### src/sv/utf8_sanitizer_assert.svh
// ----------------------------------------------------------------------------
// utf8_sanitizer assertion macros
// Short forms for the concurrent checks of the sanitizer.
// ----------------------------------------------------------------------------
`ifndef UTF8_SANITIZER_ASSERT_SVH
`define UTF8_SANITIZER_ASSERT_SVH

// Check cons in the same cycle as ante.
`define UTF8S_ASSERT_SAME(label, clk, rst, ante, cons, msg) \
   label: assert property (@(posedge clk) disable iff (rst) (ante) |-> (cons)) \
      else $error(msg);

// Check cons in the cycle after ante.
`define UTF8S_ASSERT_NEXT(label, clk, rst, ante, cons, msg) \
   label: assert property (@(posedge clk) disable iff (rst) (ante) |=> (cons)) \
      else $error(msg);

`endif

### src/sv/utf8s_pkg.sv
// ----------------------------------------------------------------------------
// utf8s_pkg
// Types, constants and byte classification shared by the sanitizer modules.
// ----------------------------------------------------------------------------
package utf8s_pkg;

   localparam int BYTE_W       = 8;
   localparam int CAP_W        = 13;
   localparam int MAX_CAPACITY = 4096;
   localparam int CSR_ADDR_W   = 3;
   localparam int CSR_DATA_W   = 32;
   localparam int CSR_SEL_BIT  = 2;

   // register indexes
   localparam logic CSR_LINEFEED = 1'b0;
   localparam logic CSR_CAPACITY = 1'b1;

   localparam logic [CAP_W-1:0] CAPACITY_RESET = 13'd1024;

   localparam logic [7:0] MARKER     = 8'hBB;
   localparam logic [7:0] PAIR_LEAD  = 8'hC2;
   localparam logic [7:0] LINE_FEED  = 8'h0A;
   localparam logic [7:0] QMARK      = 8'h3F;
   localparam logic [7:0] TERMINATOR = 8'h00;
   localparam logic [7:0] CONT_MASK  = 8'hC0;
   localparam logic [7:0] CONT_VAL   = 8'h80;
   localparam logic [7:0] LEAD2_MASK = 8'hE0;
   localparam logic [7:0] LEAD2_VAL  = 8'hC0;
   localparam logic [7:0] LEAD3_MASK = 8'hF0;
   localparam logic [7:0] LEAD3_VAL  = 8'hE0;
   localparam logic [7:0] LEAD4_MASK = 8'hF8;
   localparam logic [7:0] LEAD4_VAL  = 8'hF0;

   typedef struct packed {
      logic [3:0][7:0] bytes;
      logic [2:0]      len;
   } group_type;

   typedef enum logic [2:0] {
      OP_NONE,
      OP_APPEND,
      OP_HOLD,
      OP_SEQ,
      OP_QMARK,
      OP_SCAN_H1,
      OP_SCAN_H2,
      OP_SCAN_B
   } op_type;

   typedef struct packed {
      op_type op;
      logic   load_item;
      logic   clear_held;
      logic   check_pass;
      logic   check_fail;
      logic   emit;
      logic   term;
   } cmd_type;

   typedef struct packed {
      logic       held_nz;
      logic [1:0] held_count;
      logic       b_cont;
      logic       b_zero;
      logic       b_lead;
      logic       seq_complete;
      logic       stopped;
      logic       fits;
      logic       emit_last;
      logic       slot_free;
   } sts_type;

   // full sequence length of a lead byte, zero when it is no multi-byte lead
   function automatic logic [2:0] lead_len(input logic [7:0] b);
      logic [2:0] len;
      if ((b & LEAD2_MASK) == LEAD2_VAL) begin
         len = 3'd2;
      end else if ((b & LEAD3_MASK) == LEAD3_VAL) begin
         len = 3'd3;
      end else if ((b & LEAD4_MASK) == LEAD4_VAL) begin
         len = 3'd4;
      end else begin
         len = 3'd0;
      end
      return len;
   endfunction

   // output group for a byte at a lead position that is not held
   function automatic group_type scan_group(input logic [7:0] b, input logic lf_mode);
      group_type g;
      g = '0;
      if (b == MARKER) begin
         if (lf_mode) begin
            g.bytes[0] = LINE_FEED;
            g.len      = 3'd1;
         end else begin
            g.bytes[0] = PAIR_LEAD;
            g.bytes[1] = MARKER;
            g.len      = 3'd2;
         end
      end else if (b[7] == 1'b0) begin
         g.bytes[0] = b;
         g.len      = 3'd1;
      end else begin
         g.bytes[0] = QMARK;
         g.len      = 3'd1;
      end
      return g;
   endfunction

endpackage

### src/sv/utf8s_req_if.sv
// ----------------------------------------------------------------------------
// utf8s_req_if
// Source byte channel: valid/ready handshake with one byte of payload.
// ----------------------------------------------------------------------------
interface utf8s_req_if;
   logic                          valid;
   logic                          ready;
   logic [utf8s_pkg::BYTE_W-1:0]  data_byte;

   modport source (output valid, output data_byte, input ready);
   modport sink   (input valid, input data_byte, output ready);
endinterface

### src/sv/utf8s_rsp_if.sv
// ----------------------------------------------------------------------------
// utf8s_rsp_if
// Sanitized byte channel: valid/ready handshake, output byte and last flag.
// ----------------------------------------------------------------------------
interface utf8s_rsp_if;
   logic                          valid;
   logic                          ready;
   logic [utf8s_pkg::BYTE_W-1:0]  out_byte;
   logic                          is_last;

   modport source (output valid, output out_byte, output is_last, input ready);
   modport sink   (input valid, input out_byte, input is_last, output ready);
endinterface

### src/sv/utf8s_ctrl.sv
// ----------------------------------------------------------------------------
// utf8s_ctrl
// Sequencer: walks each source byte through held-sequence handling, rescans,
// capacity checks and byte-wise emission by commanding the datapath.
// ----------------------------------------------------------------------------
module utf8s_ctrl (
   input  logic               clock,
   input  logic               reset,
   input  logic               req_valid,
   output logic               req_ready,
   input  utf8s_pkg::sts_type sts,
   output utf8s_pkg::cmd_type cmd
);

   typedef enum logic [2:0] {
      S_IDLE,
      S_DISPATCH,
      S_RESCAN1,
      S_RESCAN2,
      S_MAIN,
      S_CHECK,
      S_EMIT,
      S_TERM
   } state_type;

   // where to continue once the current group is checked and emitted
   typedef enum logic [1:0] {
      AFT_DONE,
      AFT_RESCAN1,
      AFT_RESCAN2,
      AFT_MAIN
   } after_type;

   state_type state_ff, state_in, after_state;
   after_type after_ff, after_in;

   always_comb begin
      case (after_ff)
         AFT_RESCAN1: after_state = S_RESCAN1;
         AFT_RESCAN2: after_state = S_RESCAN2;
         AFT_MAIN:    after_state = S_MAIN;
         default:     after_state = S_IDLE;
      endcase
   end

   always_comb begin
      state_in  = state_ff;
      after_in  = after_ff;
      cmd       = '0;
      cmd.op    = utf8s_pkg::OP_NONE;
      req_ready = (state_ff == S_IDLE);
      case (state_ff)
         S_IDLE: begin
            if (req_valid) begin
               cmd.load_item = 1'b1;
               state_in      = S_DISPATCH;
            end
         end
         S_DISPATCH: begin
            if (sts.held_nz && sts.b_cont) begin
               if (sts.seq_complete) begin
                  cmd.op   = utf8s_pkg::OP_SEQ;
                  after_in = AFT_DONE;
                  state_in = S_CHECK;
               end else begin
                  cmd.op   = utf8s_pkg::OP_APPEND;
                  state_in = S_IDLE;
               end
            end else if (sts.held_nz) begin
               // broken sequence: replace the lead, then rescan what followed it
               cmd.op   = utf8s_pkg::OP_QMARK;
               after_in = AFT_RESCAN1;
               state_in = S_CHECK;
            end else begin
               state_in = S_MAIN;
            end
         end
         S_RESCAN1: begin
            if (sts.held_count >= 2'd2) begin
               cmd.op   = utf8s_pkg::OP_SCAN_H1;
               after_in = AFT_RESCAN2;
               state_in = S_CHECK;
            end else begin
               state_in = S_MAIN;
            end
         end
         S_RESCAN2: begin
            if (sts.held_count == 2'd3) begin
               cmd.op   = utf8s_pkg::OP_SCAN_H2;
               after_in = AFT_MAIN;
               state_in = S_CHECK;
            end else begin
               state_in = S_MAIN;
            end
         end
         S_MAIN: begin
            cmd.clear_held = 1'b1;
            if (sts.b_zero) begin
               state_in = S_TERM;
            end else if (sts.stopped) begin
               state_in = S_IDLE;
            end else if (sts.b_lead) begin
               cmd.op   = utf8s_pkg::OP_HOLD;
               state_in = S_IDLE;
            end else begin
               cmd.op   = utf8s_pkg::OP_SCAN_B;
               after_in = AFT_DONE;
               state_in = S_CHECK;
            end
         end
         S_CHECK: begin
            if (sts.stopped) begin
               state_in = after_state;
            end else if (sts.fits) begin
               cmd.check_pass = 1'b1;
               state_in       = S_EMIT;
            end else begin
               cmd.check_fail = 1'b1;
               state_in       = after_state;
            end
         end
         S_EMIT: begin
            if (sts.slot_free) begin
               cmd.emit = 1'b1;
               if (sts.emit_last) begin
                  state_in = after_state;
               end
            end
         end
         S_TERM: begin
            if (sts.slot_free) begin
               cmd.term = 1'b1;
               state_in = S_IDLE;
            end
         end
         default: begin
            state_in = S_IDLE;
         end
      endcase
   end

   always_ff @(posedge clock) begin
      if (reset) begin
         state_ff <= S_IDLE;
         after_ff <= AFT_DONE;
      end else begin
         state_ff <= state_in;
         after_ff <= after_in;
      end
   end

endmodule

### src/sv/utf8s_dpath.sv
// ----------------------------------------------------------------------------
// utf8s_dpath
// Datapath: current byte, held sequence, output group buffer, byte counter,
// stop flag and the result output register.
// ----------------------------------------------------------------------------
module utf8s_dpath (
   input  logic                          clock,
   input  logic                          reset,
   input  utf8s_pkg::cmd_type            cmd,
   output utf8s_pkg::sts_type            sts,
   input  logic [utf8s_pkg::BYTE_W-1:0]  req_data,
   input  logic                          linefeed_mode,
   input  logic [utf8s_pkg::CAP_W-1:0]   out_capacity,
   input  logic                          rsp_ready,
   output logic                          rsp_valid,
   output logic [utf8s_pkg::BYTE_W-1:0]  rsp_byte,
   output logic                          rsp_last
);

   logic [7:0]                  item_ff, item_in;
   logic [7:0]                  held_ff [0:2];
   logic [7:0]                  held_in [0:2];
   logic [1:0]                  held_cnt_ff, held_cnt_in;
   logic [2:0]                  exp_len_ff, exp_len_in;
   logic [utf8s_pkg::CAP_W-1:0] written_ff, written_in;
   logic                        stopped_ff, stopped_in;
   utf8s_pkg::group_type        grp_ff, grp_in;
   logic [1:0]                  idx_ff, idx_in;
   logic                        rsp_valid_ff, rsp_valid_in;
   logic [7:0]                  rsp_byte_ff, rsp_byte_in;
   logic                        rsp_last_ff, rsp_last_in;

   logic [utf8s_pkg::CAP_W-1:0] cap_eff;
   logic [utf8s_pkg::CAP_W:0]   need;
   logic                        slot_free;

   assign slot_free = !rsp_valid_ff || rsp_ready;

   // clamp the capacity; the group plus the terminator must fit
   assign cap_eff = (out_capacity > utf8s_pkg::CAP_W'(utf8s_pkg::MAX_CAPACITY))
                  ? utf8s_pkg::CAP_W'(utf8s_pkg::MAX_CAPACITY) : out_capacity;
   assign need    = {1'b0, written_ff} + (utf8s_pkg::CAP_W+1)'(grp_ff.len)
                  + (utf8s_pkg::CAP_W+1)'(1);

   always_comb begin
      sts              = '0;
      sts.held_nz      = (held_cnt_ff != 2'd0);
      sts.held_count   = held_cnt_ff;
      sts.b_cont       = ((item_ff & utf8s_pkg::CONT_MASK) == utf8s_pkg::CONT_VAL);
      sts.b_zero       = (item_ff == utf8s_pkg::TERMINATOR);
      sts.b_lead       = (utf8s_pkg::lead_len(item_ff) != 3'd0);
      sts.seq_complete = (({1'b0, held_cnt_ff} + 3'd1) >= exp_len_ff);
      sts.stopped      = stopped_ff;
      sts.fits         = (need <= {1'b0, cap_eff});
      sts.emit_last    = (({1'b0, idx_ff} + 3'd1) == grp_ff.len);
      sts.slot_free    = slot_free;
   end

   always_comb begin
      item_in      = item_ff;
      held_in      = held_ff;
      held_cnt_in  = held_cnt_ff;
      exp_len_in   = exp_len_ff;
      written_in   = written_ff;
      stopped_in   = stopped_ff;
      grp_in       = grp_ff;
      idx_in       = idx_ff;
      rsp_valid_in = rsp_valid_ff && !rsp_ready;
      rsp_byte_in  = rsp_byte_ff;
      rsp_last_in  = rsp_last_ff;

      if (cmd.load_item) begin
         item_in = req_data;
      end
      if (cmd.clear_held) begin
         held_cnt_in = 2'd0;
      end

      case (cmd.op)
         utf8s_pkg::OP_APPEND: begin
            case (held_cnt_ff)
               2'd1:    held_in[1] = item_ff;
               2'd2:    held_in[2] = item_ff;
               default: ;
            endcase
            held_cnt_in = held_cnt_ff + 2'd1;
         end
         utf8s_pkg::OP_HOLD: begin
            held_in[0]  = item_ff;
            held_cnt_in = 2'd1;
            exp_len_in  = utf8s_pkg::lead_len(item_ff);
         end
         utf8s_pkg::OP_SEQ: begin
            // held bytes first, then the closing continuation
            grp_in.bytes[0] = held_ff[0];
            grp_in.bytes[1] = (held_cnt_ff > 2'd1) ? held_ff[1] : item_ff;
            grp_in.bytes[2] = (held_cnt_ff > 2'd2) ? held_ff[2] : item_ff;
            grp_in.bytes[3] = item_ff;
            grp_in.len      = {1'b0, held_cnt_ff} + 3'd1;
            held_cnt_in     = 2'd0;
         end
         utf8s_pkg::OP_QMARK: begin
            grp_in          = '0;
            grp_in.bytes[0] = utf8s_pkg::QMARK;
            grp_in.len      = 3'd1;
         end
         utf8s_pkg::OP_SCAN_H1: grp_in = utf8s_pkg::scan_group(held_ff[1], linefeed_mode);
         utf8s_pkg::OP_SCAN_H2: grp_in = utf8s_pkg::scan_group(held_ff[2], linefeed_mode);
         utf8s_pkg::OP_SCAN_B:  grp_in = utf8s_pkg::scan_group(item_ff, linefeed_mode);
         default: ;
      endcase

      if (cmd.check_pass) begin
         written_in = written_ff + utf8s_pkg::CAP_W'(grp_ff.len);
         idx_in     = 2'd0;
      end
      if (cmd.check_fail) begin
         stopped_in = 1'b1;
      end
      if (cmd.emit) begin
         rsp_valid_in = 1'b1;
         rsp_byte_in  = grp_ff.bytes[idx_ff];
         rsp_last_in  = 1'b0;
         idx_in       = idx_ff + 2'd1;
      end
      if (cmd.term) begin
         rsp_valid_in = 1'b1;
         rsp_byte_in  = utf8s_pkg::TERMINATOR;
         rsp_last_in  = 1'b1;
         held_cnt_in  = 2'd0;
         exp_len_in   = 3'd0;
         written_in   = '0;
         stopped_in   = 1'b0;
      end
   end

   always_ff @(posedge clock) begin
      if (reset) begin
         held_cnt_ff  <= 2'd0;
         exp_len_ff   <= 3'd0;
         written_ff   <= '0;
         stopped_ff   <= 1'b0;
         rsp_valid_ff <= 1'b0;
      end else begin
         held_cnt_ff  <= held_cnt_in;
         exp_len_ff   <= exp_len_in;
         written_ff   <= written_in;
         stopped_ff   <= stopped_in;
         rsp_valid_ff <= rsp_valid_in;
      end
   end

   always_ff @(posedge clock) begin
      item_ff     <= item_in;
      held_ff     <= held_in;
      grp_ff      <= grp_in;
      idx_ff      <= idx_in;
      rsp_byte_ff <= rsp_byte_in;
      rsp_last_ff <= rsp_last_in;
   end

   assign rsp_valid = rsp_valid_ff;
   assign rsp_byte  = rsp_byte_ff;
   assign rsp_last  = rsp_last_ff;

endmodule

### src/sv/utf8_sanitizer.sv
// ----------------------------------------------------------------------------
// utf8_sanitizer
// Turns a zero-terminated byte stream into structurally valid UTF-8 under an output
// capacity limit, with a selectable expansion of the 0xBB line marker.
//
//   channel | direction | handshake                      | payload
//   req     | in        | valid/ready                    | data_byte
//   rsp     | out       | valid/ready                    | out_byte, is_last
//   csr     | in        | psel/penable/pwrite, pready=1  | linefeed_mode @0, out_capacity @4
//
// One byte is in work at a time. A stored continuation passes dispatch; a held
// lead dispatch and main; a scanned byte dispatch, main, check and emit; a
// continuation that completes a sequence dispatch, check and emit; the
// terminator dispatch, main and term. A broken sequence emits '?' for the lead,
// then rescans the bytes that followed it. A group dropped for capacity is not
// emitted. The sequencer holds while the full rsp output register is not taken.
// Synchronous reset returns to idle with registers at their reset values.
// ----------------------------------------------------------------------------
`include "utf8_sanitizer_assert.svh"

module utf8_sanitizer (
   input  logic                              clock,
   input  logic                              reset,
   utf8s_req_if.sink                         req,
   utf8s_rsp_if.source                       rsp,
   input  logic                              csr_psel,
   input  logic                              csr_penable,
   input  logic                              csr_pwrite,
   input  logic [utf8s_pkg::CSR_ADDR_W-1:0]  csr_paddr,
   input  logic [utf8s_pkg::CSR_DATA_W-1:0]  csr_pwdata,
   output logic [utf8s_pkg::CSR_DATA_W-1:0]  csr_prdata,
   output logic                              csr_pready
);

   logic                        linefeed_ff, linefeed_in;
   logic [utf8s_pkg::CAP_W-1:0] capacity_ff, capacity_in;
   logic                        csr_write;
   logic                        csr_sel;
   utf8s_pkg::cmd_type          cmd;
   utf8s_pkg::sts_type          sts;
   logic                        out_write;
   logic                        dp_busy;
   logic                        str_clear;
   logic                        last_seen;
   logic                        last_zero;

   assign csr_pready = 1'b1;
   assign csr_write  = csr_psel && csr_penable && csr_pwrite;
   assign csr_sel    = csr_paddr[utf8s_pkg::CSR_SEL_BIT];

   always_comb begin
      linefeed_in = linefeed_ff;
      capacity_in = capacity_ff;
      if (csr_write) begin
         case (csr_sel)
            utf8s_pkg::CSR_LINEFEED: linefeed_in = csr_pwdata[0];
            utf8s_pkg::CSR_CAPACITY: capacity_in = csr_pwdata[utf8s_pkg::CAP_W-1:0];
            default: ;
         endcase
      end
   end

   always_comb begin
      case (csr_sel)
         utf8s_pkg::CSR_LINEFEED:
            csr_prdata = utf8s_pkg::CSR_DATA_W'(linefeed_ff);
         default:
            csr_prdata = utf8s_pkg::CSR_DATA_W'(capacity_ff);
      endcase
   end

   always_ff @(posedge clock) begin
      if (reset) begin
         linefeed_ff <= 1'b0;
         capacity_ff <= utf8s_pkg::CAPACITY_RESET;
      end else begin
         linefeed_ff <= linefeed_in;
         capacity_ff <= capacity_in;
      end
   end

   utf8s_ctrl u_ctrl (
      .clock     (clock),
      .reset     (reset),
      .req_valid (req.valid),
      .req_ready (req.ready),
      .sts       (sts),
      .cmd       (cmd)
   );

   utf8s_dpath u_dpath (
      .clock         (clock),
      .reset         (reset),
      .cmd           (cmd),
      .sts           (sts),
      .req_data      (req.data_byte),
      .linefeed_mode (linefeed_ff),
      .out_capacity  (capacity_ff),
      .rsp_ready     (rsp.ready),
      .rsp_valid     (rsp.valid),
      .rsp_byte      (rsp.out_byte),
      .rsp_last      (rsp.is_last)
   );

   assign out_write = cmd.emit || cmd.term;
   assign dp_busy   = out_write || cmd.check_pass;
   assign str_clear = !sts.stopped && !sts.held_nz;
   assign last_seen = rsp.valid && rsp.is_last;
   assign last_zero = (rsp.out_byte == utf8s_pkg::TERMINATOR);

   `UTF8S_ASSERT_SAME(a_idle_quiet, clock, reset, req.ready, !dp_busy, "output while accepting")
   `UTF8S_ASSERT_SAME(a_emit_slot_free, clock, reset, out_write, sts.slot_free, "slot not free")
   `UTF8S_ASSERT_NEXT(a_term_clears, clock, reset, cmd.term, str_clear, "string state kept")
   `UTF8S_ASSERT_SAME(a_last_is_zero, clock, reset, last_seen, last_zero, "last on nonzero byte")

endmodule

### src/flat_wrapper.sv
// flat-port wrapper written by rule: the top's interface ports become plain ports
module utf8_sanitizer_flat 
  (clock, reset, csr_psel, csr_penable, csr_pwrite, csr_paddr, csr_pwdata, csr_prdata, csr_pready, req_valid, req_data_byte, req_ready, rsp_valid, rsp_out_byte, rsp_is_last, rsp_ready);
  utf8s_req_if req_i ();
  utf8s_rsp_if rsp_i ();
  input  logic clock;
  input  logic reset;
  input  logic csr_psel;
  input  logic csr_penable;
  input  logic csr_pwrite;
  input  logic [utf8s_pkg::CSR_ADDR_W-1:0] csr_paddr;
  input  logic [utf8s_pkg::CSR_DATA_W-1:0] csr_pwdata;
  output logic [utf8s_pkg::CSR_DATA_W-1:0] csr_prdata;
  output logic csr_pready;
  input wire logic [$bits(req_i.valid)-1:0] req_valid;
  input wire logic [$bits(req_i.data_byte)-1:0] req_data_byte;
  output wire logic [$bits(req_i.ready)-1:0] req_ready;
  output wire logic [$bits(rsp_i.valid)-1:0] rsp_valid;
  output wire logic [$bits(rsp_i.out_byte)-1:0] rsp_out_byte;
  output wire logic [$bits(rsp_i.is_last)-1:0] rsp_is_last;
  input wire logic [$bits(rsp_i.ready)-1:0] rsp_ready;
  assign req_i.valid = req_valid;
  assign req_i.data_byte = req_data_byte;
  assign req_ready = req_i.ready;
  assign rsp_valid = rsp_i.valid;
  assign rsp_out_byte = rsp_i.out_byte;
  assign rsp_is_last = rsp_i.is_last;
  assign rsp_i.ready = rsp_ready;
  utf8_sanitizer u_core (.clock(clock), .reset(reset), .req(req_i), .rsp(rsp_i), .csr_psel(csr_psel), .csr_penable(csr_penable), .csr_pwrite(csr_pwrite), .csr_paddr(csr_paddr), .csr_pwdata(csr_pwdata), .csr_prdata(csr_prdata), .csr_pready(csr_pready));
endmodule
### config.mk
export PLATFORM = sky130hd
export DESIGN_NAME = utf8_sanitizer_flat
export DESIGN_NICKNAME = d
export VERILOG_FILES = /design/src/sv/utf8s_pkg.sv /design/src/sv/utf8s_req_if.sv /design/src/sv/utf8s_rsp_if.sv /design/src/sv/utf8s_ctrl.sv /design/src/sv/utf8s_dpath.sv /design/src/sv/utf8_sanitizer.sv /design/src/flat_wrapper.sv
export VERILOG_INCLUDE_DIRS = /design/src /design/src/sv
export SDC_FILE = /design/constraint.sdc
export NUM_CORES = 1
export LEC_CHECK = 0
export BUFFER_PORTS_ARGS = -buffer_cell sky130_fd_sc_hd__buf_4
export CORE_ASPECT_RATIO = 0.6
export CORE_MARGIN = 5
export CORE_UTILIZATION = 35
export CTS_BUF_LIST = sky130_fd_sc_hd__clkbuf_4 sky130_fd_sc_hd__clkbuf_8 sky130_fd_sc_hd__clkbuf_16
export DETAILED_ROUTE_END_ITERATION = 12
export GPL_TIMING_DRIVEN = 0
export PLACE_DENSITY = 0.64
export SETUP_SLACK_MARGIN = 0.1
export SLEW_MARGIN = 20
export SYNTH_ARGS = -nofsm -noshare
export SYNTH_HDL_FRONTEND = slang
export SYNTH_SLANG_ARGS = --single-unit
### constraint.sdc
create_clock -name clock -period 9.5 [get_ports clock]
set_input_delay 1.9 -clock clock [delete_from_list [all_inputs] [get_ports clock]]
set_output_delay 1.9 -clock clock [all_outputs]
set_load 0.02 [all_outputs]
---- After elaboration in Yosys (flattened, before gate mapping) ----
Index checks and enable logic that the tools add are counted.
word-level totals
  output and inout bits ................... 44
  register bits after elaboration ......... 117
  word-level logic and storage cells ...... 168
operators by class
  bitwise operators ....................... 1
  eq/ne operators ......................... 39
  muxes and demuxes ....................... 71
  $lt $le $gt $ge ......................... 7
  reductions and logical operators ........ 22
  add/sub/neg operators ................... 7
operators by type and width
  cell                                                                    count
  35-bit one-hot mux with 5 select lines                                  1
  3-bit 2-to-1 mux                                                        21
  8-bit 2-to-1 mux                                                        7
  11-bit 2-to-1 mux                                                       4
  10-bit 2-to-1 mux                                                       3
  2-bit 2-to-1 mux                                                        14
  3-bit equality test (second input constant)                             9
  13-bit 2-to-1 mux                                                       2
  8-bit equality test (second input constant)                             3
  3-bit one-hot mux with 8 select lines                                   1
  8-bit binary-select mux with 2-bit select                               1
  2-bit inequality test (second input constant)                           8
  13-bit by 3-bit adder with 14-bit output                                1
  14-bit by 1-bit adder with 14-bit output (second input constant)        1
  14-bit by 13-bit <= comparator with 1-bit output                        1
  13-bit by 3-bit adder with 13-bit output                                1
  13-bit > comparator (second input constant)                             1
  1-bit 2-to-1 mux                                                        13
  3-bit by 2-bit equality test with 1-bit output (second input constant)  4
  3-bit one-hot mux with 4 select lines                                   1
  2-bit equality test (second input constant)                             5
  3-bit one-hot mux with 3 select lines                                   1
  8-bit zero test                                                         1
  2-bit one-hot mux with 4 select lines                                   1
  other kinds (29)                                                        42

---- Longest topological paths before layout ----
Gate-level depths: netlist of the first run.
  depth in word-level cells ............... 11
  depth in mapped cells ................... 17
  gate-level depth less buffers ........... 15

---- Modules after synthesis ----
From an unflattened synthesis of the first run, not the netlist that was laid out.
unflattened totals
  cells, all modules ...................... 643
  area total of the unflattened synthesis .. 6,671.4 um^2
modules (own cells, without submodules)
  module          cells an instance  seq. area each (um^2)  instances  area each (um^2)
  utf8s_dpath     467                2,652.5                1          5,208.7
  utf8_sanitizer  97                 280.3                  1          890.9
  utf8s_ctrl      79                 100.1                  1          571.8

---- Worst setup path after synthesis of the first run ----
Ideal clock, no wire load.
  kind .................................... in2out
  start point ............................. input port csr_paddr[2] (netlist name)
  end point ............................... output port csr_prdata[10] (netlist name)
  arrival time ............................ 2.334 ns
  data required time ...................... 7.600 ns
  setup slack ............................. 5.266 ns
  stages .................................. 2
  cell sequence ........................... clkbuf_1 > and2_1
between the ends
  longest elaborated chain between the ends .. 1
ends and longest elaborated chain
  item               RTL line              text
  from (decl)        flat_wrapper.sv:11    input logic [utf8s_pkg::CSR_ADDR_W-1:0] csr_paddr;
  13-bit 2-to-1 mux  utf8_sanitizer.sv:64  case (csr_sel)
  to (decl)          flat_wrapper.sv:13    output logic [utf8s_pkg::CSR_DATA_W-1:0] csr_prdata;
Every way passes these cells.

---- Worst setup path in the final report of the first run ----
  start point ............................. input port csr_paddr[2] (netlist name)
  end point ............................... output port csr_prdata[2] (netlist name)
The elaborated chain is that of the path after synthesis.

==> impl_metrics.tcl, run 1 <==
set metrics [dict create \
    cpMaxStageDelayCell "sky130_fd_sc_hd__clkbuf_1" \
    pwr_density_cell_nw_per_um2 174 \
    core.rowCount 38 \
    ant_nets 0 \
    place.gp.congestion 0.969 \
    yosys.cell_count.top_type "sky130_fd_sc_hd__nand2_1" \
    postSynth.topFlopCell "sky130_fd_sc_hd__edfxtp_1" \
    layout.nets 819 \
    path_common_cell "sky130_fd_sc_hd__buf_4" \
    detailroute.via_count 5095 \
    status "complete, no violations" \
    critical_path.reg2reg.endpoint "u_core.u_dpath.written_ff[0]$_SDFFE_PP0P_" \
    ctsHoldBuffers 0 \
    initial_utilization_pct 35.6 \
    placement.io_buffers 52 \
    timing.critical_path.from_type "input pin" \
    number_of_antenna_violations_at_the_first_check_in_global_routing 0 \
    cts_made_buffers 17 \
    worstSetupEndpointType "output pin" \
    cp_cell_sequence "buf_4, clkbuf_1, and2_1, buf_4" \
    die_width_um 185 \
    share_clk_of_total_power_pct 48.6 \
    crit_fanout 10 \
    clock_transition_at_path_regs_ns 0.06 \
    finClkSkew_ns 0.0122 \
    critical_path.endpoint "csr_prdata[2]" \
    yosysWarningCount 0 \
    synth.cell_area_um2 6410 \
    initialDrtViolationCount 545 \
    cpPeakStageDelay_ns 0.28 \
    worstRegToRegCells 17 \
    post-route-min-period_ns 4.55 \
    total_switching_power_uw 331 \
    timing.final.max_slew_violations 0 \
    die_y_um 115 \
    cts_resized 0 \
    timing.setup.tns_ns 0 \
    layout-drive-gt1-share_pct 18.0 \
    finalWirelength_um 17100 \
    power.sequential.fraction_pct 42.7 \
    final_util_pct 43.2 \
    setup-violations-final 0 \
    cts_max_path_buffers 2 \
    htree_levels 4 \
    vdd_ir_drop_max_v 0.000129 \
    maxCapViolations 0 \
    diodes 0 \
    min-delay-path-class "reg -> reg" \
    seq_area_frac_synth_pct 47.3 \
    rrSetupSlack_ns 5.34 \
    globalRouteOverflowTotal 0 \
    maxClockFrequency_mhz 220 \
    crit_start "csr_paddr[2]" \
    drt_first_pass_iters 5 \
    vias_per_cell 5.14 \
    grt_start_max_net_pins 36 \
    worstSkewPairLatency_ns 0.42 \
    global_route.usage.total_pct 16.3 \
    power_frac_comb_pct 8.8 \
    relSlewSlack_pct 38.0 \
    post_synth_num_cell_types 71 \
    layout_setup_ws_ns 4.95 \
    clockRootBuffer "sky130_fd_sc_hd__clkbuf_16" \
    dp_hpwl_um 12800 \
    post_synth_edffs 69 \
    number_of_global_route_vias_before_repair 4559 \
    numClockSinks 117 \
    rsz_0062_raised_after_global_routing "false" \
    avgRoutedWirePerCell_um 17.2 \
    synthDominantAreaCellType "sky130_fd_sc_hd__edfxtp_1" \
    power_leakage_uw 0.00290 \
    design.die.area_um2 21200 \
    post_syn_instances 649 \
    area_growth_syn_to_layout_pct 21.3 \
    grt_first_pass_wirelength_um 26700 \
    postCtsSetupRepairBufs 0 \
    layout.filler_cells 1727 \
    internal_power_uw 1020 \
    report.final.hold_viol_count 0 \
    netlist_top_cells_area "sky130_fd_sc_hd__edfxtp_1 (32%), sky130_fd_sc_hd__dfxtp_1 (15%), sky130_fd_sc_hd__ha_1 (5.7%)" \
    synth.top_cells.by_count "sky130_fd_sc_hd__nand2_1 (91), sky130_fd_sc_hd__edfxtp_1 (69), sky130_fd_sc_hd__nor2_1 (57), sky130_fd_sc_hd__dfxtp_1 (48), sky130_fd_sc_hd__a21oi_1 (45)" \
    cts_tree "built" \
    yosysTopAreaCellShare_pct 32.3 \
    syn-mean-instance-area_um2 9.88 \
    coreArea_um2 18000 \
    postSynthRegisterBits 117 \
    post-route-period-util_pct 47.9 \
    required_ns 7.60 \
    worstPathArrival_ns 2.65 \
    swShare_pct 24.5 \
    max_slew.worst_pin.slew_ns 0.922 \
    drc_errors 0 \
    r2r_start "u_core.u_dpath.grp_ff[0]$_DFFE_PP_" \
    asyncSetResetFlopFracSynth_pct 0 \
    placement.setup.worst_slack_ns 4.95 \
    critPathKind "in -> out" \
    boundaryPins 94 \
]
==> worst min-delay path by stage <==
stage / from / to / slack [ns] / depth (start not counted)
after CTS: u_core.u_dpath.rsp_last$_SDFFE_PP1P_ / u_core.u_dpath.rsp_last$_SDFFE_PP1P_ / 0.45 / 2
after detailed placement: u_core.u_dpath.rsp_last$_SDFFE_PP1P_ / u_core.u_dpath.rsp_last$_SDFFE_PP1P_ / 0.44 / 2
after global placement: u_core.u_dpath.rsp_last$_SDFFE_PP1P_ / u_core.u_dpath.rsp_last$_SDFFE_PP1P_ / 0.44 / 2
after global routing: u_core.u_dpath.rsp_byte[6]$_SDFFE_PP0P_ / u_core.u_dpath.rsp_byte[6]$_SDFFE_PP0P_ / 0.49 / 1
after floorplan: u_core.u_dpath.exp_len_ff[0]$_SDFFE_PP0P_ / u_core.u_dpath.exp_len_ff[0]$_SDFFE_PP0P_ / 0.43 / 2
final: u_core.u_dpath.rsp_last$_SDFFE_PP1P_ / u_core.u_dpath.rsp_last$_SDFFE_PP1P_ / 0.44 / 2
==> cell type report <==
cell class / instances / area, um^2 / area share, %
repair buffers: 52 / 390 / 5.02
flip-flops and latches: 117 / 3030 / 39.0
plain buffers: 50 / 280 / 3.60
clock buffers: 17 / 425 / 5.47
inverters: 17 / 63.8 / 0.820
well taps: 240 / 300 / 3.86
multi-input cells: 483 / 3110 / 39.9
clock inverters: 15 / 179 / 2.30
==> through the flow <==
step | instance area, um^2 | power (uW) | cells | hold slack, ns
floorplan | 6480 | 660 | 667 | 0.433
global placement | 7170 | 702 | 959 | 0.436
detailed placement | 7170 | 703 | 959 | 0.438
CTS | 7780 | 1360 | 991 | 0.447
global route | 7780 | 1400 | 991 | 0.488
finish | 7780 | 1350 | 991 | 0.442
==> cell usage in the layout, fill, tap and decap left out, drive strengths merged, types with 4 or more instances in the layout <==
cell    instances
clkinv          7
o22a            4
a21o            6
inv            19
nand2          91
edfxtp         69
nand4           8
or4             7
clkbuf         37
buf            82
a21oi          47
o221ai          6
xor2            7
or2             4
ha             29
o31ai           8
nand2b          9
xnor2           8
nand3          14
or3             8
nor2           58
o21ai          22
and2           27
conb           20
a22o            8
nor2b           7
mux4            8
nor3            9
dfxtp          48
and3            5
mux2i           9
a31oi           8
==> metal layers <==
metal  share of wire (%)  track usage [%]  vias to the layer above
li1                    -                -                     2489
met1                  53             28.1                     2324
met2                  34             18.2                      262
met3                  12             5.00                       20
met4                 1.3             4.79                        0
met5                   0                0                        -
==> power by group through the flow <==
stage / logic, uW / clock network [uW] / registers [uW]
after detailed placement: 117 / 0 / 586
after CTS: 117 / 668 / 576
after global routing: 131 / 688 / 578
final: 118 / 656 / 576
after global placement: 116 / 0 / 586
after floorplan: 79.8 / 0 / 580
==> cells by family after synthesis <==
family,synth area share [%]
and+or+nand+nor,19.8
AOI/OAI and AO/OA,14.6
DFF,47.3
buffers and inverters,5.36
adders and majority gates,6.28
muxes,4.56
xor gates and xnor gates,2.05
other,0.117
==> worst max-delay path, delay by kind of cell <==
family                 cells  cell delay (ns)
AND/OR/NAND/NOR            1             0.20
buffers and inverters      3             0.54
==> flip-flops by register name, indices dropped and copies added, names as in the netlist <==
| register | count |
|---|---|
| u_core.u_dpath.rsp_valid | 1 |
| u_core.u_dpath.exp_len_ff | 3 |
| u_core.u_ctrl.state_ff | 3 |
| u_core.u_dpath.stopped_ff | 1 |
| u_core.u_dpath.held_ff | 24 |
| u_core.u_dpath.rsp_last | 1 |
| u_core.capacity_ff | 13 |
| u_core.u_dpath.item_ff | 8 |
| u_core.u_ctrl.after_ff | 2 |
| u_core.u_dpath.idx_ff | 2 |
| u_core.linefeed_ff | 1 |
| u_core.u_dpath.grp_ff | 35 |
| u_core.u_dpath.written_ff | 13 |
| u_core.u_dpath.held_cnt_ff | 2 |
| u_core.u_dpath.rsp_byte | 8 |
(Power assumes the default switching activity.)
==> run 2: changes to the inputs <==
PLACE_DENSITY = 0.66   (was 0.64)
clock period = 4.1 ns   (was 9.5 ns; I/O delays follow)
==> impl_metrics.tcl, run 2 (synthesis gave the netlist of run 1 again) <==
set metrics [dict create \
    core.rowCount 38 \
    max_slew.worst_pin.slew_ns 0.969 \
    clockRootBuffer "sky130_fd_sc_hd__clkbuf_16" \
    maxClockFrequency_mhz 263 \
    htree_levels 4 \
    rsz_0062_raised_after_global_routing "false" \
    worstSetupEndpointType "register" \
    placement.io_buffers 52 \
    layout.filler_cells 1725 \
    detailroute.via_count 5205 \
    initial_utilization_pct 35.6 \
    report.final.hold_viol_count 0 \
    worstPathArrival_ns 4.07 \
    clock_transition_at_path_regs_ns 0.06 \
    setup-violations-final 0 \
    initialDrtViolationCount 595 \
    numClockSinks 117 \
    finClkSkew_ns 0.0100 \
    pwr_density_cell_nw_per_um2 408 \
    diodes 0 \
    cts_max_path_buffers 2 \
    worst_path_dominant_cell_family "compound AO/OA/AOI/OAI gates" \
    place.gp.congestion 0.942 \
    cpMaxStageDelayCell "sky130_fd_sc_hd__edfxtp_1" \
    required_ns 4.37 \
    path_common_cell "sky130_fd_sc_hd__ha_1" \
    global_route.usage.total_pct 16.6 \
    maxCapViolations 0 \
    layout-drive-gt1-share_pct 19.3 \
    area_growth_syn_to_layout_pct 22.3 \
    largest_registers "u_core.u_dpath.grp_ff: 35 flops, u_core.u_dpath.held_ff: 24 flops" \
    cts_made_buffers 17 \
    status "complete, no violations" \
    timing.critical_path.from_type "register" \
    avgRoutedWirePerCell_um 17.6 \
    ant_nets 0 \
    cts_tree "built" \
    post-route-period-util_pct 92.6 \
    globalRouteOverflowTotal 0 \
    drt_first_pass_iters 5 \
    mostFrequentLayoutCells "sky130_fd_sc_hd__nand2_1 (90), sky130_fd_sc_hd__buf_4 (75), sky130_fd_sc_hd__edfxtp_1 (69), sky130_fd_sc_hd__nor2_1 (57), sky130_fd_sc_hd__dfxtp_1 (48)" \
    timing.final.max_slew_violations 0 \
    design.die.area_um2 21200 \
    vias_per_cell 5.24 \
    vdd_ir_drop_max_v 0.000318 \
    power_leakage_uw 0.00294 \
    critical_path_buffer_and_inverter_count 3 \
    layout.cells.most_common "sky130_fd_sc_hd__nand2_1" \
    critPathKind "reg -> reg" \
    coreArea_um2 18000 \
    ctsHoldBuffers 0 \
    relSlewSlack_pct 34.9 \
    grt_start_max_net_pins 36 \
    crit_fanout 10 \
    cp_cell_sequence "ha_1, buf_6, nand2_1, o21ai_4, nand3_1, nor2_1, xor2_1, ha_1, and3_1, a221oi_2, o21ai_1, o21a_2, buf_2, clkbuf_2, o31ai_1, a21oi_1" \
    layout.nets 821 \
    worstSkewPairLatency_ns 0.41 \
    dp_hpwl_um 13200 \
    boundaryPins 94 \
    min-delay-path-class "reg -> reg" \
    drc_errors 0 \
    grt_first_pass_wirelength_um 27200 \
    post-route-min-period_ns 3.80 \
    cpPeakStageDelay_ns 0.50 \
    number_of_global_route_vias_before_repair 4765 \
    die_width_um 185 \
    final_util_pct 43.5 \
    regMostFlops "u_core.u_dpath.grp_ff" \
    number_of_antenna_violations_at_the_first_check_in_global_routing 0 \
    die_y_um 115 \
    finalWirelength_um 17400 \
    timing.setup.tns_ns 0 \
    largest_reg_flops 35 \
]
run 2: worst min-delay path, stage by stage, from the launching register on:
cell	delay, ns
sky130_fd_sc_hd__dfxtp_1	0.31
sky130_fd_sc_hd__nand2_1	0.05
sky130_fd_sc_hd__nand2_1	0.04
run 2: final cells by class:
type	instances	area [um^2]	area share, %
sequential	117	3030	38.7
multi-input combinational	483	3130	39.9
buffer	50	283	3.60
timing repair buffer	54	405	5.17
clock inverter	14	200	2.55
clock buffer	18	433	5.52
inverter	17	63.8	0.813
tap	240	300	3.83
run 2: metal layers:
metal | wire, um | up-vias | global-route usage (%) | part of all wire, %
met4 | 173 | 0 | 3.62 | 0.99
met3 | 1890 | 19 | 6.07 | 11
met2 | 5910 | 241 | 18.4 | 34
met1 | 9470 | 2451 | 28.5 | 54
li1 | - | 2494 | - | -
met5 | 0 | - | 0 | 0
run 2: repair_timing:
action	4_1_cts	5_1_grt
pin swaps	0	1
buffers inserted	1	1
gates resized for setup	2	8
setup endpoints to repair	10	17
run 2: per-stage QoR:
step | area [um^2] | setup slack (ns) | total power (uW) | std cells | hold WS, ns
after floorplan | 6480 | 0.713 | 1530 | 667 | 0.433
after global placement | 7170 | 0.0225 | 1630 | 959 | 0.436
after detailed placement | 7170 | 0.00992 | 1630 | 959 | 0.437
after CTS | 7820 | 0.118 | 3210 | 992 | 0.446
after global routing | 7850 | 0.119 | 3320 | 993 | 0.495
final | 7850 | 0.303 | 3200 | 993 | 0.445
run 2: final timing paths:
check	slack [ns]	from	endpoint	cells past startpoint
worst max-delay path	0.30	u_core.u_dpath.grp_ff[2]$_DFFE_PP_	u_core.u_dpath.written_ff[6]$_SDFFE_PP0P_	16
worst min-delay path	0.44	u_core.u_dpath.rsp_last$_SDFFE_PP1P_	u_core.u_dpath.rsp_last$_SDFFE_PP1P_	2
worst max register to register	0.30	u_core.u_dpath.grp_ff[2]$_DFFE_PP_	u_core.u_dpath.written_ff[6]$_SDFFE_PP0P_	16
worst min register to register	0.44	u_core.u_dpath.rsp_last$_SDFFE_PP1P_	u_core.u_dpath.rsp_last$_SDFFE_PP1P_	2
run 2: power breakdown:
group,total (uW),switching [uW],internal [uW],leakage (uW)
combinational,281,170,111,0.00162
sequential,1340,37.5,1300,0.00101
clock,1580,553,1030,0.000301
